File: src/hw/rtl/sfr_pkg.sv
// Shared types and constants of the sensor frame receiver.
package sfr_pkg;

   localparam int COUNT_W = 6;
   localparam int TICK_W = 16;
   localparam int CSR_INDEX_W = 3;
   localparam int CSR_DATA_W = 16;

   localparam logic [2:0] STATUS_OK = 3'd0;
   localparam logic [2:0] STATUS_BAD_HEADER = 3'd1;
   localparam logic [2:0] STATUS_BAD_TAIL = 3'd2;
   localparam logic [2:0] STATUS_BAD_SUM = 3'd3;
   localparam logic [2:0] STATUS_TIMEOUT = 3'd4;

   localparam logic [CSR_INDEX_W-1:0] REG_HEADER_FIRST = 3'd0;
   localparam logic [CSR_INDEX_W-1:0] REG_HEADER_SECOND = 3'd1;
   localparam logic [CSR_INDEX_W-1:0] REG_TAIL_FIRST = 3'd2;
   localparam logic [CSR_INDEX_W-1:0] REG_TAIL_SECOND = 3'd3;
   localparam logic [CSR_INDEX_W-1:0] REG_TIMEOUT_TICKS = 3'd4;

   localparam logic [7:0] LENGTH_OVERHEAD = 8'd3;

   typedef struct packed {
      logic       ld_first;
      logic       ld_length;
      logic       ld_command;
      logic       ld_pay;
      logic       ld_checksum;
      logic       tick_inc;
      logic       tick_clr;
      logic       emit_status;
      logic [2:0] status_code;
      logic       show_cmd;
      logic       show_len;
      logic       show_sum;
      logic       run_start;
      logic       run_read;
      logic       run_emit;
   } sfr_cmd_type;

   typedef struct packed {
      logic header_ok;
      logic tail_ok;
      logic sum_ok;
      logic target_zero;
      logic pay_done;
      logic timeout_hit;
      logic run_last;
      logic out_free;
   } sfr_stat_type;

endpackage

File: src/hw/rtl/sensor_frame_receiver_top.sv
// Sensor frame receiver top level: controller and datapath.
//
// Request channel: one transaction per received byte (req_action 0) or per
// time tick (req_action 1). Frames are header, header, length, command,
// payload, checksum, tail, tail; header and tail bytes and the per-group tick
// timeout come from the csr_ write port; the user must write them only while
// the block is idle, as the block does not enforce it. Response channel: a
// finished frame gives one status transaction, or a run of payload
// transactions with rsp_last on the final one. A status result is registered
// at the accepting edge and appears in the cycle after it; each result
// of a payload run follows a payload memory read and then a result load. One
// request per cycle while req_stall is low; a good frame with N payload bytes
// then gives a run of N results, during which req_stall stays high.
// A stalled response holds its result register; req_stall rises while the
// held result cannot be replaced.
// Reset clears the parser to await the first header byte and clears the
// configuration registers to zero; it needs no clearing pass.
module sensor_frame_receiver_top
   import sfr_pkg::*;
#(
   parameter int MAX_PAYLOAD = 32
) (
   input  logic                   clock,
   input  logic                   reset,
   input  logic                   req_valid,
   output logic                   req_stall,
   input  logic                   req_action,
   input  logic [7:0]             req_rx_byte,
   output logic                   rsp_valid,
   input  logic                   rsp_stall,
   output logic [2:0]             rsp_status,
   output logic [7:0]             rsp_command,
   output logic [7:0]             rsp_frame_length,
   output logic [7:0]             rsp_received_sum,
   output logic [7:0]             rsp_payload_byte,
   output logic [4:0]             rsp_payload_index,
   output logic                   rsp_payload_valid,
   output logic                   rsp_last,
   input  logic                   csr_write_en,
   input  logic [CSR_INDEX_W-1:0] csr_index,
   input  logic [CSR_DATA_W-1:0]  csr_data
);

   sfr_cmd_type  cmd;
   sfr_stat_type stat;

   sfr_ctrl u_ctrl (
      .clock      (clock),
      .reset      (reset),
      .req_valid  (req_valid),
      .req_action (req_action),
      .req_stall  (req_stall),
      .stat       (stat),
      .cmd        (cmd)
   );

   sfr_datapath #(
      .MAX_PAYLOAD (MAX_PAYLOAD)
   ) u_datapath (
      .clock             (clock),
      .reset             (reset),
      .req_rx_byte       (req_rx_byte),
      .csr_write_en      (csr_write_en),
      .csr_index         (csr_index),
      .csr_data          (csr_data),
      .cmd               (cmd),
      .stat              (stat),
      .rsp_valid         (rsp_valid),
      .rsp_stall         (rsp_stall),
      .rsp_status        (rsp_status),
      .rsp_command       (rsp_command),
      .rsp_frame_length  (rsp_frame_length),
      .rsp_received_sum  (rsp_received_sum),
      .rsp_payload_byte  (rsp_payload_byte),
      .rsp_payload_index (rsp_payload_index),
      .rsp_payload_valid (rsp_payload_valid),
      .rsp_last          (rsp_last)
   );

endmodule

File: src/hw/rtl/sfr_ctrl.sv
// Frame parsing controller: phase sequencing and payload run sequencing.
module sfr_ctrl
   import sfr_pkg::*;
(
   input  logic         clock,
   input  logic         reset,
   input  logic         req_valid,
   input  logic         req_action,
   output logic         req_stall,
   input  sfr_stat_type stat,
   output sfr_cmd_type  cmd
);

   typedef enum logic [3:0] {
      ST_H0,
      ST_H1,
      ST_LEN,
      ST_CMD,
      ST_PAY,
      ST_SUM,
      ST_T0,
      ST_T1,
      ST_RUN_RD,
      ST_RUN_LD
   } state_type;

   state_type state_ff;
   state_type state_in;
   logic      byte_phase;
   logic      accept;

   assign byte_phase = (state_ff != ST_RUN_RD) && (state_ff != ST_RUN_LD);
   assign req_stall = !(byte_phase && stat.out_free);
   assign accept = req_valid && !req_stall;

   always_comb begin
      cmd = '0;
      state_in = state_ff;
      cmd.show_cmd = (state_ff == ST_PAY) || (state_ff == ST_SUM) ||
                     (state_ff == ST_T0) || (state_ff == ST_T1);
      cmd.show_len = cmd.show_cmd || (state_ff == ST_CMD);
      cmd.show_sum = (state_ff == ST_T0) || (state_ff == ST_T1);
      if (accept && req_action) begin
         if (state_ff != ST_H0) begin
            if (stat.timeout_hit) begin
               cmd.emit_status = 1'b1;
               cmd.status_code = STATUS_TIMEOUT;
               cmd.tick_clr = 1'b1;
               state_in = ST_H0;
            end else begin
               cmd.tick_inc = 1'b1;
            end
         end
      end else if (accept) begin
         unique case (state_ff)
            ST_H0: begin
               cmd.ld_first = 1'b1;
               cmd.tick_clr = 1'b1;
               state_in = ST_H1;
            end
            ST_H1: begin
               cmd.tick_clr = 1'b1;
               if (!stat.header_ok) begin
                  cmd.emit_status = 1'b1;
                  cmd.status_code = STATUS_BAD_HEADER;
                  state_in = ST_H0;
               end else begin
                  state_in = ST_LEN;
               end
            end
            ST_LEN: begin
               cmd.ld_length = 1'b1;
               cmd.tick_clr = 1'b1;
               state_in = ST_CMD;
            end
            ST_CMD: begin
               cmd.ld_command = 1'b1;
               cmd.tick_clr = 1'b1;
               state_in = stat.target_zero ? ST_SUM : ST_PAY;
            end
            ST_PAY: begin
               cmd.ld_pay = 1'b1;
               if (stat.pay_done) begin
                  cmd.tick_clr = 1'b1;
                  state_in = ST_SUM;
               end
            end
            ST_SUM: begin
               cmd.ld_checksum = 1'b1;
               cmd.tick_clr = 1'b1;
               state_in = ST_T0;
            end
            ST_T0: begin
               cmd.ld_first = 1'b1;
               state_in = ST_T1;
            end
            ST_T1: begin
               cmd.tick_clr = 1'b1;
               state_in = ST_H0;
               if (!stat.tail_ok) begin
                  cmd.emit_status = 1'b1;
                  cmd.status_code = STATUS_BAD_TAIL;
               end else if (!stat.sum_ok) begin
                  cmd.emit_status = 1'b1;
                  cmd.status_code = STATUS_BAD_SUM;
               end else if (stat.target_zero) begin
                  cmd.emit_status = 1'b1;
                  cmd.status_code = STATUS_OK;
               end else begin
                  cmd.run_start = 1'b1;
                  state_in = ST_RUN_RD;
               end
            end
            default: begin
               state_in = state_ff;
            end
         endcase
      end else if (state_ff == ST_RUN_RD) begin
         cmd.run_read = 1'b1;
         state_in = ST_RUN_LD;
      end else if (state_ff == ST_RUN_LD && stat.out_free) begin
         cmd.run_emit = 1'b1;
         state_in = stat.run_last ? ST_H0 : ST_RUN_RD;
      end
   end

   always_ff @(posedge clock) begin
      if (reset) begin
         state_ff <= ST_H0;
      end else begin
         state_ff <= state_in;
      end
   end

endmodule

File: src/hw/rtl/sfr_datapath.sv
// Frame receiver datapath: field holds, checksum, tick counter, payload memory, result register.
module sfr_datapath
   import sfr_pkg::*;
#(
   parameter int MAX_PAYLOAD = 32
) (
   input  logic                   clock,
   input  logic                   reset,
   input  logic [7:0]             req_rx_byte,
   input  logic                   csr_write_en,
   input  logic [CSR_INDEX_W-1:0] csr_index,
   input  logic [CSR_DATA_W-1:0]  csr_data,
   input  sfr_cmd_type            cmd,
   output sfr_stat_type           stat,
   output logic                   rsp_valid,
   input  logic                   rsp_stall,
   output logic [2:0]             rsp_status,
   output logic [7:0]             rsp_command,
   output logic [7:0]             rsp_frame_length,
   output logic [7:0]             rsp_received_sum,
   output logic [7:0]             rsp_payload_byte,
   output logic [4:0]             rsp_payload_index,
   output logic                   rsp_payload_valid,
   output logic                   rsp_last
);

   localparam int ADDR_W = (MAX_PAYLOAD > 1) ? $clog2(MAX_PAYLOAD) : 1;
   localparam logic [7:0] MAX_BYTE = 8'(MAX_PAYLOAD);
   localparam logic [COUNT_W-1:0] MAX_COUNT = COUNT_W'(MAX_PAYLOAD);

   logic [7:0]         header_first_ff;
   logic [7:0]         header_second_ff;
   logic [7:0]         tail_first_ff;
   logic [7:0]         tail_second_ff;
   logic [TICK_W-1:0]  timeout_ff;

   logic [7:0]         first_ff;
   logic [7:0]         length_ff;
   logic [7:0]         command_ff;
   logic [7:0]         checksum_ff;
   logic [7:0]         sum_ff;
   logic [COUNT_W-1:0] target_ff;
   logic [COUNT_W-1:0] count_ff;
   logic [COUNT_W-1:0] run_idx_ff;
   logic [TICK_W-1:0]  tick_ff;
   logic [TICK_W-1:0]  tick_in;
   logic [7:0]         mem [MAX_PAYLOAD];
   logic [7:0]         mem_rd_ff;

   logic [7:0]         diff;
   logic [COUNT_W-1:0] target_in;

   logic               rsp_valid_ff;
   logic [2:0]         rsp_status_ff;
   logic [7:0]         rsp_command_ff;
   logic [7:0]         rsp_frame_length_ff;
   logic [7:0]         rsp_received_sum_ff;
   logic [7:0]         rsp_payload_byte_ff;
   logic [4:0]         rsp_payload_index_ff;
   logic               rsp_payload_valid_ff;
   logic               rsp_last_ff;

   assign diff = req_rx_byte - LENGTH_OVERHEAD;
   assign target_in = (req_rx_byte < LENGTH_OVERHEAD || diff > MAX_BYTE) ?
                      MAX_COUNT : diff[COUNT_W-1:0];
   assign tick_in = (tick_ff == {TICK_W{1'b1}}) ? tick_ff : tick_ff + TICK_W'(1);

   assign stat.header_ok = (first_ff == header_first_ff) && (req_rx_byte == header_second_ff);
   assign stat.tail_ok = (first_ff == tail_first_ff) && (req_rx_byte == tail_second_ff);
   assign stat.sum_ok = (sum_ff == checksum_ff);
   assign stat.target_zero = (target_ff == '0);
   assign stat.pay_done = ({1'b0, count_ff} + (COUNT_W+1)'(1)) >= {1'b0, target_ff};
   assign stat.timeout_hit = (timeout_ff != '0) && (tick_in >= timeout_ff);
   assign stat.run_last = ({1'b0, run_idx_ff} + (COUNT_W+1)'(1)) == {1'b0, target_ff};
   assign stat.out_free = !rsp_valid_ff || !rsp_stall;

   always_ff @(posedge clock) begin
      if (reset) begin
         header_first_ff <= '0;
         header_second_ff <= '0;
         tail_first_ff <= '0;
         tail_second_ff <= '0;
         timeout_ff <= '0;
      end else if (csr_write_en) begin
         unique case (csr_index)
            REG_HEADER_FIRST:  header_first_ff <= csr_data[7:0];
            REG_HEADER_SECOND: header_second_ff <= csr_data[7:0];
            REG_TAIL_FIRST:    tail_first_ff <= csr_data[7:0];
            REG_TAIL_SECOND:   tail_second_ff <= csr_data[7:0];
            REG_TIMEOUT_TICKS: timeout_ff <= csr_data;
            default: begin
            end
         endcase
      end
   end

   always_ff @(posedge clock) begin
      if (reset) begin
         tick_ff <= '0;
      end else if (cmd.tick_clr) begin
         tick_ff <= '0;
      end else if (cmd.tick_inc) begin
         tick_ff <= tick_in;
      end
   end

   always_ff @(posedge clock) begin
      if (cmd.ld_first) begin
         first_ff <= req_rx_byte;
      end
      if (cmd.ld_length) begin
         length_ff <= req_rx_byte;
         sum_ff <= req_rx_byte;
         target_ff <= target_in;
      end
      if (cmd.ld_command) begin
         command_ff <= req_rx_byte;
         sum_ff <= sum_ff + req_rx_byte;
         count_ff <= '0;
      end
      if (cmd.ld_pay) begin
         mem[count_ff[ADDR_W-1:0]] <= req_rx_byte;
         count_ff <= count_ff + COUNT_W'(1);
         sum_ff <= sum_ff + req_rx_byte;
      end
      if (cmd.ld_checksum) begin
         checksum_ff <= req_rx_byte;
      end
      if (cmd.run_start) begin
         run_idx_ff <= '0;
      end else if (cmd.run_emit) begin
         run_idx_ff <= run_idx_ff + COUNT_W'(1);
      end
      if (cmd.run_read) begin
         mem_rd_ff <= mem[run_idx_ff[ADDR_W-1:0]];
      end
   end

   always_ff @(posedge clock) begin
      if (reset) begin
         rsp_valid_ff <= 1'b0;
      end else if (cmd.emit_status || cmd.run_emit) begin
         rsp_valid_ff <= 1'b1;
      end else if (!rsp_stall) begin
         rsp_valid_ff <= 1'b0;
      end
   end

   always_ff @(posedge clock) begin
      if (cmd.emit_status) begin
         rsp_status_ff <= cmd.status_code;
         rsp_command_ff <= cmd.show_cmd ? command_ff : 8'd0;
         rsp_frame_length_ff <= cmd.show_len ? length_ff : 8'd0;
         rsp_received_sum_ff <= cmd.show_sum ? checksum_ff : 8'd0;
         rsp_payload_byte_ff <= 8'd0;
         rsp_payload_index_ff <= 5'd0;
         rsp_payload_valid_ff <= 1'b0;
         rsp_last_ff <= 1'b1;
      end else if (cmd.run_emit) begin
         rsp_status_ff <= STATUS_OK;
         rsp_command_ff <= command_ff;
         rsp_frame_length_ff <= length_ff;
         rsp_received_sum_ff <= checksum_ff;
         rsp_payload_byte_ff <= mem_rd_ff;
         rsp_payload_index_ff <= run_idx_ff[4:0];
         rsp_payload_valid_ff <= 1'b1;
         rsp_last_ff <= stat.run_last;
      end
   end

   assign rsp_valid = rsp_valid_ff;
   assign rsp_status = rsp_status_ff;
   assign rsp_command = rsp_command_ff;
   assign rsp_frame_length = rsp_frame_length_ff;
   assign rsp_received_sum = rsp_received_sum_ff;
   assign rsp_payload_byte = rsp_payload_byte_ff;
   assign rsp_payload_index = rsp_payload_index_ff;
   assign rsp_payload_valid = rsp_payload_valid_ff;
   assign rsp_last = rsp_last_ff;

endmodule

File: config.mk
export PLATFORM = sky130hd
export DESIGN_NAME = sensor_frame_receiver_top
export DESIGN_NICKNAME = d
export VERILOG_FILES = /design/src/hw/rtl/sfr_pkg.sv /design/src/hw/rtl/sensor_frame_receiver_top.sv /design/src/hw/rtl/sfr_ctrl.sv /design/src/hw/rtl/sfr_datapath.sv
export SDC_FILE = /design/constraint.sdc
export NUM_CORES = 1
export LEC_CHECK = 0
export BUFFER_PORTS_ARGS = -buffer_cell sky130_fd_sc_hd__buf_2
export CAP_MARGIN = 15
export CORE_MARGIN = 1.5
export CORE_UTILIZATION = 45
export DETAILED_ROUTE_END_ITERATION = 7
export REMOVE_ABC_BUFFERS = 1
export SYNTH_ARGS = -nofsm -noshare
export SYNTH_HDL_FRONTEND = slang
export SYNTH_SLANG_ARGS = --single-unit
File: constraint.sdc
create_clock -name clock -period 3.56 [get_ports clock]
set_input_delay 0.534 -clock clock [delete_from_list [all_inputs] [get_ports clock]]
set_output_delay 0.534 -clock clock [all_outputs]
set_load 0.1 [all_outputs]
-- Word level (Yosys, flattened, before mapping)
Memories as Yosys holds them, arrays and structs flattened. A register that Yosys moved wholly into a read port is not among the register bits.
Cells that the tools add are included.
- flip-flop bits (word level): 169
- latch bits: 0
- bits in writable memories: 256
- memory bits (read-only): 0
- input port bits: 33
- output and inout bits: 44
- word-level logic and storage cells: 165
- memories: 1
- memories (name ; words ; bits a word ; rd ports ; clocked after Yosys merged registers in ; write ports ; RTL line ; RTL):
    u_datapath.mem ; 32 ; 8 ; 1 ; 1 ; 1 ; sfr_datapath.sv:47 ; logic [7:0] mem [MAX_PAYLOAD];
- add/sub/neg operators: 7
- multipliers: 0
- div/mod/pow operators: 0
- magnitude comparators: 4
- equality and inequality tests: 27
- shifts and indexed selects: 0
- multiplexer cells: 65
- bitwise gates (word level): 0
- reductions and logical operators: 37
- operators with widths (cell ; number):
    8-bit two-way mux ; 12
    4-bit two-way mux ; 15
    8-bit equality test ; 5
    4-bit one-hot mux with 8 select lines ; 1
    5-bit two-way mux ; 5
    1-bit two-way mux ; 21
    6-bit two-way mux ; 3
    16-bit by 1-bit adder with 16-bit output, second input constant ; 1
    16-bit equality test, second input constant ; 1
    4-bit by 3-bit equality test with 1-bit output, second input constant ; 4
    16-bit >= comparator ; 1
    16-bit two-way mux ; 1
    16-bit nonzero test ; 1
    6-bit by 1-bit adder with 7-bit output, second input constant ; 2
    6-bit by 1-bit adder with 6-bit output, second input constant ; 2
    4-bit inequality test, second input constant ; 3
    10-bit inequality test, second input constant ; 1
    2-bit AND reduction ; 5
    3-bit two-way mux ; 3
    8-bit adder ; 1
    4-bit by 2-bit equality test with 1-bit output, second input constant ; 2
    4-bit equality test, second input constant ; 2
    8-bit by 6-bit > comparator with 1-bit output, second input constant ; 1
    1-bit logical AND ; 8
    other kinds (24) ; 39

-- Logic depth before layout (Yosys ltp)
Gate-level depths: netlist (run 1).
- depth after elaboration: 9
- mapped depth: 15
- depth with buffers taken out: 13

-- Cells and area by module
From an unflattened synthesis (run 1), not the netlist that was laid out.
- cell total of the unflattened synthesis: 1387
- area, all modules: 18660.4 um2
- modules (own cells, without submodules) (module ; instances ; cells an instance ; area an instance (um2) ; sequential area each (um2)):
    sfr_datapath ; 1 ; 1304 ; 18113.6 ; 12021.5
    sfr_ctrl ; 1 ; 83 ; 546.8 ; 80.1

-- Least setup slack after synthesis (run 1)
Ideal clock, no wire load.
- kind: register to register
- from: register u_datapath.tick_ff[6]
- to: register u_datapath.rsp_command_ff[0] (netlist: u_datapath.rsp_command[0]) (enable)
- library setup time: 384 ps
- arrival: 3148 ps
- required time: 3176 ps
- slack: 28 ps
- cell stages (with the launch flop): 15
- path buffers: 2
- clock period less this slack: 3532 ps
- cell sequence: dfxtp_1 > nand3_1 > nor4_1 > nand2_1 > buf_4 > mux2_2 > ha_1 > nand2_1 > o21ai_0 > a21oi_1 > o21ai_1 > nand3b_2 > and2_4 > buf_8 > nand2_1
- word-level cells in the longest chain between the ends: 8
- elaborated cells between the ends (all ways): 9
- classes of those cells: 1 x add/sub; 1 x order compare; 1 x eq/ne; 4 x mux; 2 x reduce/logical
- ends and longest elaborated chain (element ; RTL line ; RTL):
    start: declaration ; sfr_datapath.sv:45 ; logic [TICK_W-1:0] tick_ff;
    start signal: assignment ; sfr_datapath.sv:103 ; tick_ff <= tick_in;
    16-bit equality test ; sfr_datapath.sv:66 ; assign tick_in = (tick_ff == {TICK_W{1'b1}}) ? tick_ff : tick_ff + TICK_W'(1);
    16-bit two-way mux ; sfr_datapath.sv:66 ;
    net u_datapath.tick_in[1] ; sfr_datapath.sv:46 ; logic [TICK_W-1:0] tick_in;
    16-bit >= comparator ; sfr_datapath.sv:73 ; assign stat.timeout_hit = (timeout_ff != '0) && (tick_in >= timeout_ff);
    1-bit logical AND ; sfr_datapath.sv:73 ;
    5-bit two-way mux ; sfr_ctrl.sv:45 ; if (stat.timeout_hit) begin
    6-bit two-way mux ; sfr_ctrl.sv:44 ; if (state_ff != ST_H0) begin
    5-bit two-way mux ; sfr_ctrl.sv:43 ; if (accept && req_action) begin
    2-bit nonzero test (no line) ; n/a ;
    end signal: assignment ; sfr_datapath.sv:152 ; rsp_command_ff <= cmd.show_cmd ? command_ff : 8'd0;
    end signal: assignment ; sfr_datapath.sv:161 ; rsp_command_ff <= command_ff;
    end: declaration ; sfr_datapath.sv:55 ; logic [7:0] rsp_command_ff;
The timed path passes the listed nets, and every way through them passes these cells.
A chain may end at the register's enable or synchronous reset.

-- Worst setup path after layout (run 1)
- from: register u_datapath.tick_ff[0]
- to: register u_datapath.rsp_received_sum_ff[0] (netlist: u_datapath.rsp_received_sum[0]) (enable)
- word-level cells in the longest chain between the ends: 8
- elaborated cells between the ends (all ways): 9
- classes of those cells: 1 x add/sub; 1 x order compare; 1 x eq/ne; 4 x mux; 2 x reduce/logical
- ends and longest elaborated chain (element ; RTL line ; RTL):
    16-bit by 1-bit adder with 16-bit output / 16-bit equality test (equally long branches) ; sfr_datapath.sv:66 ;
    16-bit two-way mux * ; sfr_datapath.sv:66 ;
    net u_datapath.tick_in[14] ; sfr_datapath.sv:46 ;
    16-bit >= comparator * ; sfr_datapath.sv:73 ;
    1-bit logical AND * ; sfr_datapath.sv:73 ;
    5-bit two-way mux * ; sfr_ctrl.sv:45 ;
    6-bit two-way mux * ; sfr_ctrl.sv:44 ;
    5-bit two-way mux * ; sfr_ctrl.sv:43 ;
    2-bit nonzero test (no line) * ; n/a ;
    end signal: assignment ; sfr_datapath.sv:154 ; rsp_received_sum_ff <= cmd.show_sum ? checksum_ff : 8'd0;
    end signal: assignment ; sfr_datapath.sv:163 ; rsp_received_sum_ff <= checksum_ff;
    end: declaration ; sfr_datapath.sv:57 ; logic [7:0] rsp_received_sum_ff;
The timed path passes the listed nets; every way through them passes the cells marked *.

==> results of run 1 <==
routing by layer:
layer	share of wire, %	track usage (%)
met5	0	0
met4	1.3	4.30
met3	6.7	4.24
met2	46	31.4
met1	46	29.4
Yosys cell counts (2+ instances only):
cell,instances
edfxtp_1,343
nand2_1,193
dfxtp_1,90
a21oi_1,83
nor2_1,83
mux4_2,80
xnor2_1,59
ha_1,36
inv_1,35
clkbuf_1,32
xor2_1,27
nand3_1,23
o21ai_0,19
buf_2,16
nor2b_1,15
nor4_1,15
nand4_1,14
and3_1,10
buf_6,10
o21a_1,10
a211oi_1,9
and2_1,9
nand2b_1,9
mux2i_1,8
nor3_1,7
a21boi_1,6
a31oi_1,5
or2_2,5
a21oi_2,4
a311oi_1,4
nand3b_1,4
a21boi_0,2
a21boi_2,2
a21o_1,2
a41oi_1,2
buf_1,2
mux2_2,2
nand2_2,2
nor3b_1,2
or3_1,2
or3b_2,2
layout make-up:
cell class / count / area, sq um / share of cell area (%)
sequential: 433 / 12100 / 56.6
tap: 532 / 666 / 3.11
timing repair buffer: 153 / 996 / 4.66
clock inverter: 30 / 259 / 1.21
multi-input combinational: 781 / 6060 / 28.4
clock buffer: 50 / 1150 / 5.40
inverter: 36 / 135 / 0.632
tightest hold or removal path, stage by stage:
cell	delay [ps]
buf_2	100
nand2_1	50
a21oi_1	50
logic make-up (layout without fill, tap and decap cells):
logic type / Yosys count / in the layout / synth area share [%]
AOI/OAI and AO/OA: 164 / 164 / 5.52
xor gates and xnor gates: 87 / 87 / 4.14
and+or+nand+nor: 403 / 403 / 9.91
muxes: 90 / 90 / 10.2
buffers and inverters: 99 / 269 / 2.60
adders and majority gates: 37 / 37 / 2.53
DFF: 433 / 433 / 65.1
per-stage QoR:
| stage | std cells | total power (W) |
|---|---|---|
| floorplan | 1250 | 0.00811 |
| global route | 2015 | 0.0138 |
| detailed placement | 1935 | 0.00891 |
| CTS | 2015 | 0.0134 |
| finish | 2015 | 0.0133 |
| global placement | 1935 | 0.00889 |
where the power goes:
group	switching [W]	leakage (nW)	internal, W
Combinational	0.00187	2.83	0.00109
Sequential	0.000165	3.84	0.00564
Clock	0.00191	0.707	0.00263
Total	0.00395	7.37	0.00936
cell usage in the layout (no fill, tap or decap), drive strengths merged, types with 27 or more instances in the layout:
cell type | Yosys | final
a21oi | 88 | 88
buf | 30 | 153
clkbuf | 33 | 50
dfxtp | 90 | 90
edfxtp | 343 | 343
ha | 36 | 36
inv | 35 | 38
mux4 | 80 | 80
nand2 | 195 | 195
nor2 | 83 | 83
xnor2 | 60 | 60
xor2 | 27 | 27
path summary, 6_finish.rpt:
path                                                                    from                                           end  slack [ps]  cells after the start
worst max-delay path                      u_datapath.tick_ff[0]$_SDFFE_PP0P_      u_datapath.rsp_received_sum[0]$_DFFE_PP_         200                     14
worst max register to register            u_datapath.tick_ff[0]$_SDFFE_PP0P_      u_datapath.rsp_received_sum[0]$_DFFE_PP_         200                     14
worst min register to register  u_datapath.rsp_payload_index[0]$_SDFFE_PP0P_  u_datapath.rsp_payload_index[0]$_SDFFE_PP0P_         450                      2
worst min-delay path                                             csr_data[8]         u_datapath.timeout_ff[8]$_SDFFE_PP0P_         220                      3
what timing repair did:
action / 4_1_cts / 5_1_grt
endpoints found under the hold margin: 0 / 0
gates resized for setup: 0 / 7
endpoints found under the setup margin: 0 / 85
hold buffers: 0 / 0
==> results.toml, run 1 <==
[sta]
fin_hold_ws_ps = 217
finalClockSkew_ps = 23.8
max_slew_margin_pct = 43.9
slew_violations = 0
clock.fmax_mhz = 297
hold_viol = 0
min_period_ps = 3360
post-route-period-util_pct = 94.4
final.setup.tns_ps = 0
tightestPinTransition_ps = 838
final-setup-viol-count = 0
setup_slack_ps = 198

[finish]
diodes = 0
area_growth_pct = 15.0
utilization_pct = 52.4
layout.nets = 1520
nFillCells = 3407
largest_reg_flops = 256
fin_area_sq_mm = 0.0214
drive_gt1_share_pct = 22.8

[cts]
cts_tree = "yes"
cts_htree_levels = 2
clock_latency_ps = 570
cts.clk_slew.worst_paths_ps = 60
clk_path_buf_depth = 3
clock-root-buffer = "clkbuf_16"
cts_made_buffers = 45
postCtsSetupRepairBufs = 0
numClockSinks = 433

[power_and_ir_drop]
power_density_mw_per_mm2 = 623
leakage_nw = 7.37
vdd_drop_max_uv = 440

[placed_design]
dp_slack_ps = 29.6
dp_hpwl_mm = 27.7
gp_congestion = 0.830
dpl-instance-area_sq_mm = 0.0199
place.port_buffers = 76

[synthesis]
ys_top_cells_by_area = "edfxtp_1 55%, dfxtp_1 9.7%, mux4_2 9.7%, nand2_1 3.9%, xnor2_1 2.8%"
synth_edf_count = 343
synth_top_area_share_pct = 55.4
postSynthCellCount = 1313
syn_area_sq_mm = 0.0186
synth_area_per_cell_sq_um = 14.2
async_reset_ff_share_pct = 0
yosys.area.top_type = "edfxtp_1"
synth_ff_type = "edfxtp_1"
synth-seq-area-share_pct = 65.1
yosysUniqueCellTypes = 71
ys_ff_latch = 433
yosys_warnings = 0

[floorplanning]
die_area_sq_mm = 0.0426
io_pins = 77
initial_core_util_pct = 45.5
row_count = 74
die_height_microns = 206
die_w_microns = 206
core_area_sq_mm = 0.0408

[detailed_routing]
ant_nets = 0
drtIter0Drc = 855
drc_errors = 0
post_drt_wl_per_cell_microns = 20.9
dr.pass1.iters = 5
wirelength_mm = 42.1
vias_per_cell = 5.47
dr_total_vias = 11000

[setup_path]
cpMostUsedCell = "nand2_1"
path_cells = "ha_1 -> and3_1 -> and2_1 -> nand3_1 -> mux2_2 -> ha_1 -> nand2_1 -> nor2_1 -> nand2_1 -> o21ai_4 -> nand3b_4 -> and2_4 -> nand2_1 -> buf_12"
cp.arrival_ps = 3630
path_buf_inv = 1
cp_slowest_cell = "mux2_2"
start_kind = "flip-flop"
max_stage_delay_ps = 350
critical_path.max_fanout = 27
critical_path_required_ps = 3830
critPathKind = "reg2reg"
crit_path_end_kind = "flip-flop"
path_delay_family = "simple AND/OR/NAND/NOR gates"

[global_routing]
grt_max_degree = 52
grt_pass1_wl_mm = 63.6
grtUsageTotal_pct = 20.2
grt_pass1_vias = 10600
gr-total-overflow = 0
antenna_found_initial = 1

[flow_run]
maxCapViolations = 0

[min_path]
hold_path.class = "in2reg"

[status]
run_status = "completed"
Power figures use the tool's default switching activity.
==> run 2, diff against run 1 <==
--- a/config.mk
+++ b/config.mk
@@ -10,7 +10,6 @@
 export CORE_MARGIN = 1.5
 export CORE_UTILIZATION = 45
 export DETAILED_ROUTE_END_ITERATION = 7
-export REMOVE_ABC_BUFFERS = 1
 export SYNTH_ARGS = -nofsm -noshare
 export SYNTH_HDL_FRONTEND = slang
 export SYNTH_SLANG_ARGS = --single-unit
==> run 2 against run 1 <==
Effect of this change:
- final area is 0.63% higher
- critical path type unchanged
- count of clock-buffer cells in the layout grew 12
- final cell count up 0.60%
- core utilization is 0.33 points higher
- largest power group unchanged
- largest cell class unchanged
- routed wire length down 2.2%
- first-iteration DRC count fell by 6.1%
==> results.toml, run 2 (synthesized netlist as in run 1, its figures left out) <==
[sta]
clock.fmax_mhz = 297
post-route-period-util_pct = 94.6
max_slew_margin_pct = 51.0
rsz0062_at_grt = "true"
min_period_ps = 3370
fin_hold_ws_ps = 214
finalClockSkew_ps = 11.9
hold_viol = 0
final-setup-viol-count = 0
slew_violations = 0
tightestPinTransition_ps = 732

[status]
run_status = "completed"

[setup_path]
critPathKind = "reg2reg"
critical_path_required_ps = 4060
start_kind = "flip-flop"
crit_path_end_kind = "flip-flop"
cp.arrival_ps = 3870
critical_path.max_fanout = 11

[floorplanning]
initial_core_util_pct = 45.5
die_area_sq_mm = 0.0426
core_area_sq_mm = 0.0408
row_count = 74
io_pins = 77
die_height_microns = 206
die_w_microns = 206

[power_and_ir_drop]
power_density_mw_per_mm2 = 623
clkPwrFrac_pct = 34.7
leakage_nw = 7.44
p_int_w = 0.00952
vdd_drop_max_uv = 412
power_switching_w = 0.00389
p_sw_share_pct = 29.0
p_seq_share_pct = 43.2
comb_power_share_pct = 22.0
power.total_w = 0.0134

[detailed_routing]
ant_nets = 0
dr_total_vias = 10900
drtIter0Drc = 803
vias_per_cell = 5.38
dr.pass1.iters = 5
post_drt_wl_per_cell_microns = 20.3
drc_errors = 0
wirelength_mm = 41.2

[placed_design]
place.port_buffers = 76
gp_congestion = 0.863
dpl-instance-area_sq_mm = 0.0200
dp_hpwl_mm = 27.4

[cts]
cts.clk_slew.worst_paths_ps = 60
clock_latency_ps = 560
cts_htree_levels = 2
clk_path_buf_depth = 3
numClockSinks = 433
cts_tree = "yes"
clock-root-buffer = "clkbuf_16"
cts_made_buffers = 45

[global_routing]
antenna_found_initial = 1
grt_max_degree = 52
grtUsageTotal_pct = 19.8
grt_pass1_vias = 10500
grt_pass1_wl_mm = 62.3
gr-total-overflow = 0

[synthesis]
syn_nets = 1383

[finish]
utilization_pct = 52.7
drive_gt1_share_pct = 23.0
layout_common_cells = "343 x edfxtp_1, 192 x nand2_1, 88 x dfxtp_1"
layout.nets = 1529
fin_area_sq_mm = 0.0215
diodes = 0
final_common_cell = "edfxtp_1"
area_growth_pct = 15.7
nFillCells = 3424
largest_reg_flops = 256

[flow_run]
maxCapViolations = 0

[min_path]
hold_path.class = "in2reg"
## run 2: changes by cell type in the layout (fill, tap and decap cells not counted), moves of 2 or more
cell / before / now
buf_4: 74 / 82
clkbuf_1: 4 / 9
clkbuf_16: 45 / 48
clkbuf_8: 1 / 5
clkinv_1: 8 / 10
clkinv_2: 14 / 7
inv_6: 3 / 1
## run 2: worst max-delay path, stage by stage, from the launching register on
cell      delay, ps
dfxtp_1         400
ha_1            210
and3_1          250
and2_1          220
nand3_1         100
mux2_2          300
ha_1            280
nand2_1          60
nor2_1          170
nand2_1          90
o21ai_2         240
buf_6           210
a31oi_1         180
a311oi_2        340
o221a_2         250
## run 2: worst paths after layout
| kind | cells after the start | from | end | slack (ps) |
|---|---|---|---|---|
| setup / recovery | 14 | u_datapath.tick_ff[1]$_SDFFE_PP0P_ | u_ctrl.state_ff[0]$_SDFFE_PP0P_ | 190 |
| hold / removal | 3 | csr_data[15] | u_datapath.timeout_ff[15]$_SDFFE_PP0P_ | 210 |
| setup reg to reg | 14 | u_datapath.tick_ff[1]$_SDFFE_PP0P_ | u_ctrl.state_ff[0]$_SDFFE_PP0P_ | 190 |
| hold reg to reg | 2 | u_datapath.rsp_payload_index[0]$_SDFFE_PP0P_ | u_datapath.rsp_payload_index[0]$_SDFFE_PP0P_ | 450 |
## run 2: power groups by stage
stage | logic (W) | registers, W | clock network [W]
floorplan | 0.00159 | 0.00655 | 0
global placement | 0.00298 | 0.00590 | 0
detailed placement | 0.00299 | 0.00590 | 0
CTS | 0.00300 | 0.00580 | 0.00475
global route | 0.00315 | 0.00582 | 0.00495
finish | 0.00295 | 0.00579 | 0.00466
## run 2: cell type report
cell class / instances / area [sq um] / area share (%)
inverters: 36 / 135 / 0.628
multi-input cells: 781 / 6060 / 28.2
clock inverters: 21 / 176 / 0.820
flip-flops and latches: 433 / 12100 / 56.3
well taps: 532 / 666 / 3.09
clock buffers: 62 / 1300 / 6.06
repair buffers: 162 / 1070 / 4.96
## run 2: routing by layer
| metal | up-vias | global-route usage (%) | share of wire, % |
|---|---|---|---|
| li1 | 5170 | - | - |
| met1 | 5350 | 27.5 | 44 |
| met2 | 327 | 31.7 | 47 |
| met3 | 52 | 2.95 | 5.9 |
| met4 | 0 | 6.78 | 2.5 |
| met5 | - | 0 | 0 |
## run 2: stage by stage
stage,cells,setup TNS (ps),setup WS [ps]
floorplan,1313,0,27.8
global placement,1941,0,155
detailed placement,1941,0,100
CTS,2024,0,60.8
global route,2027,-675,-45.0
finish,2027,0,192
## run 2: what timing repair did
item	in CTS	in global routing
hold buffers	0	0
endpoints found under the setup margin	0	75
setup buffers	0	3
resized for setup	0	7
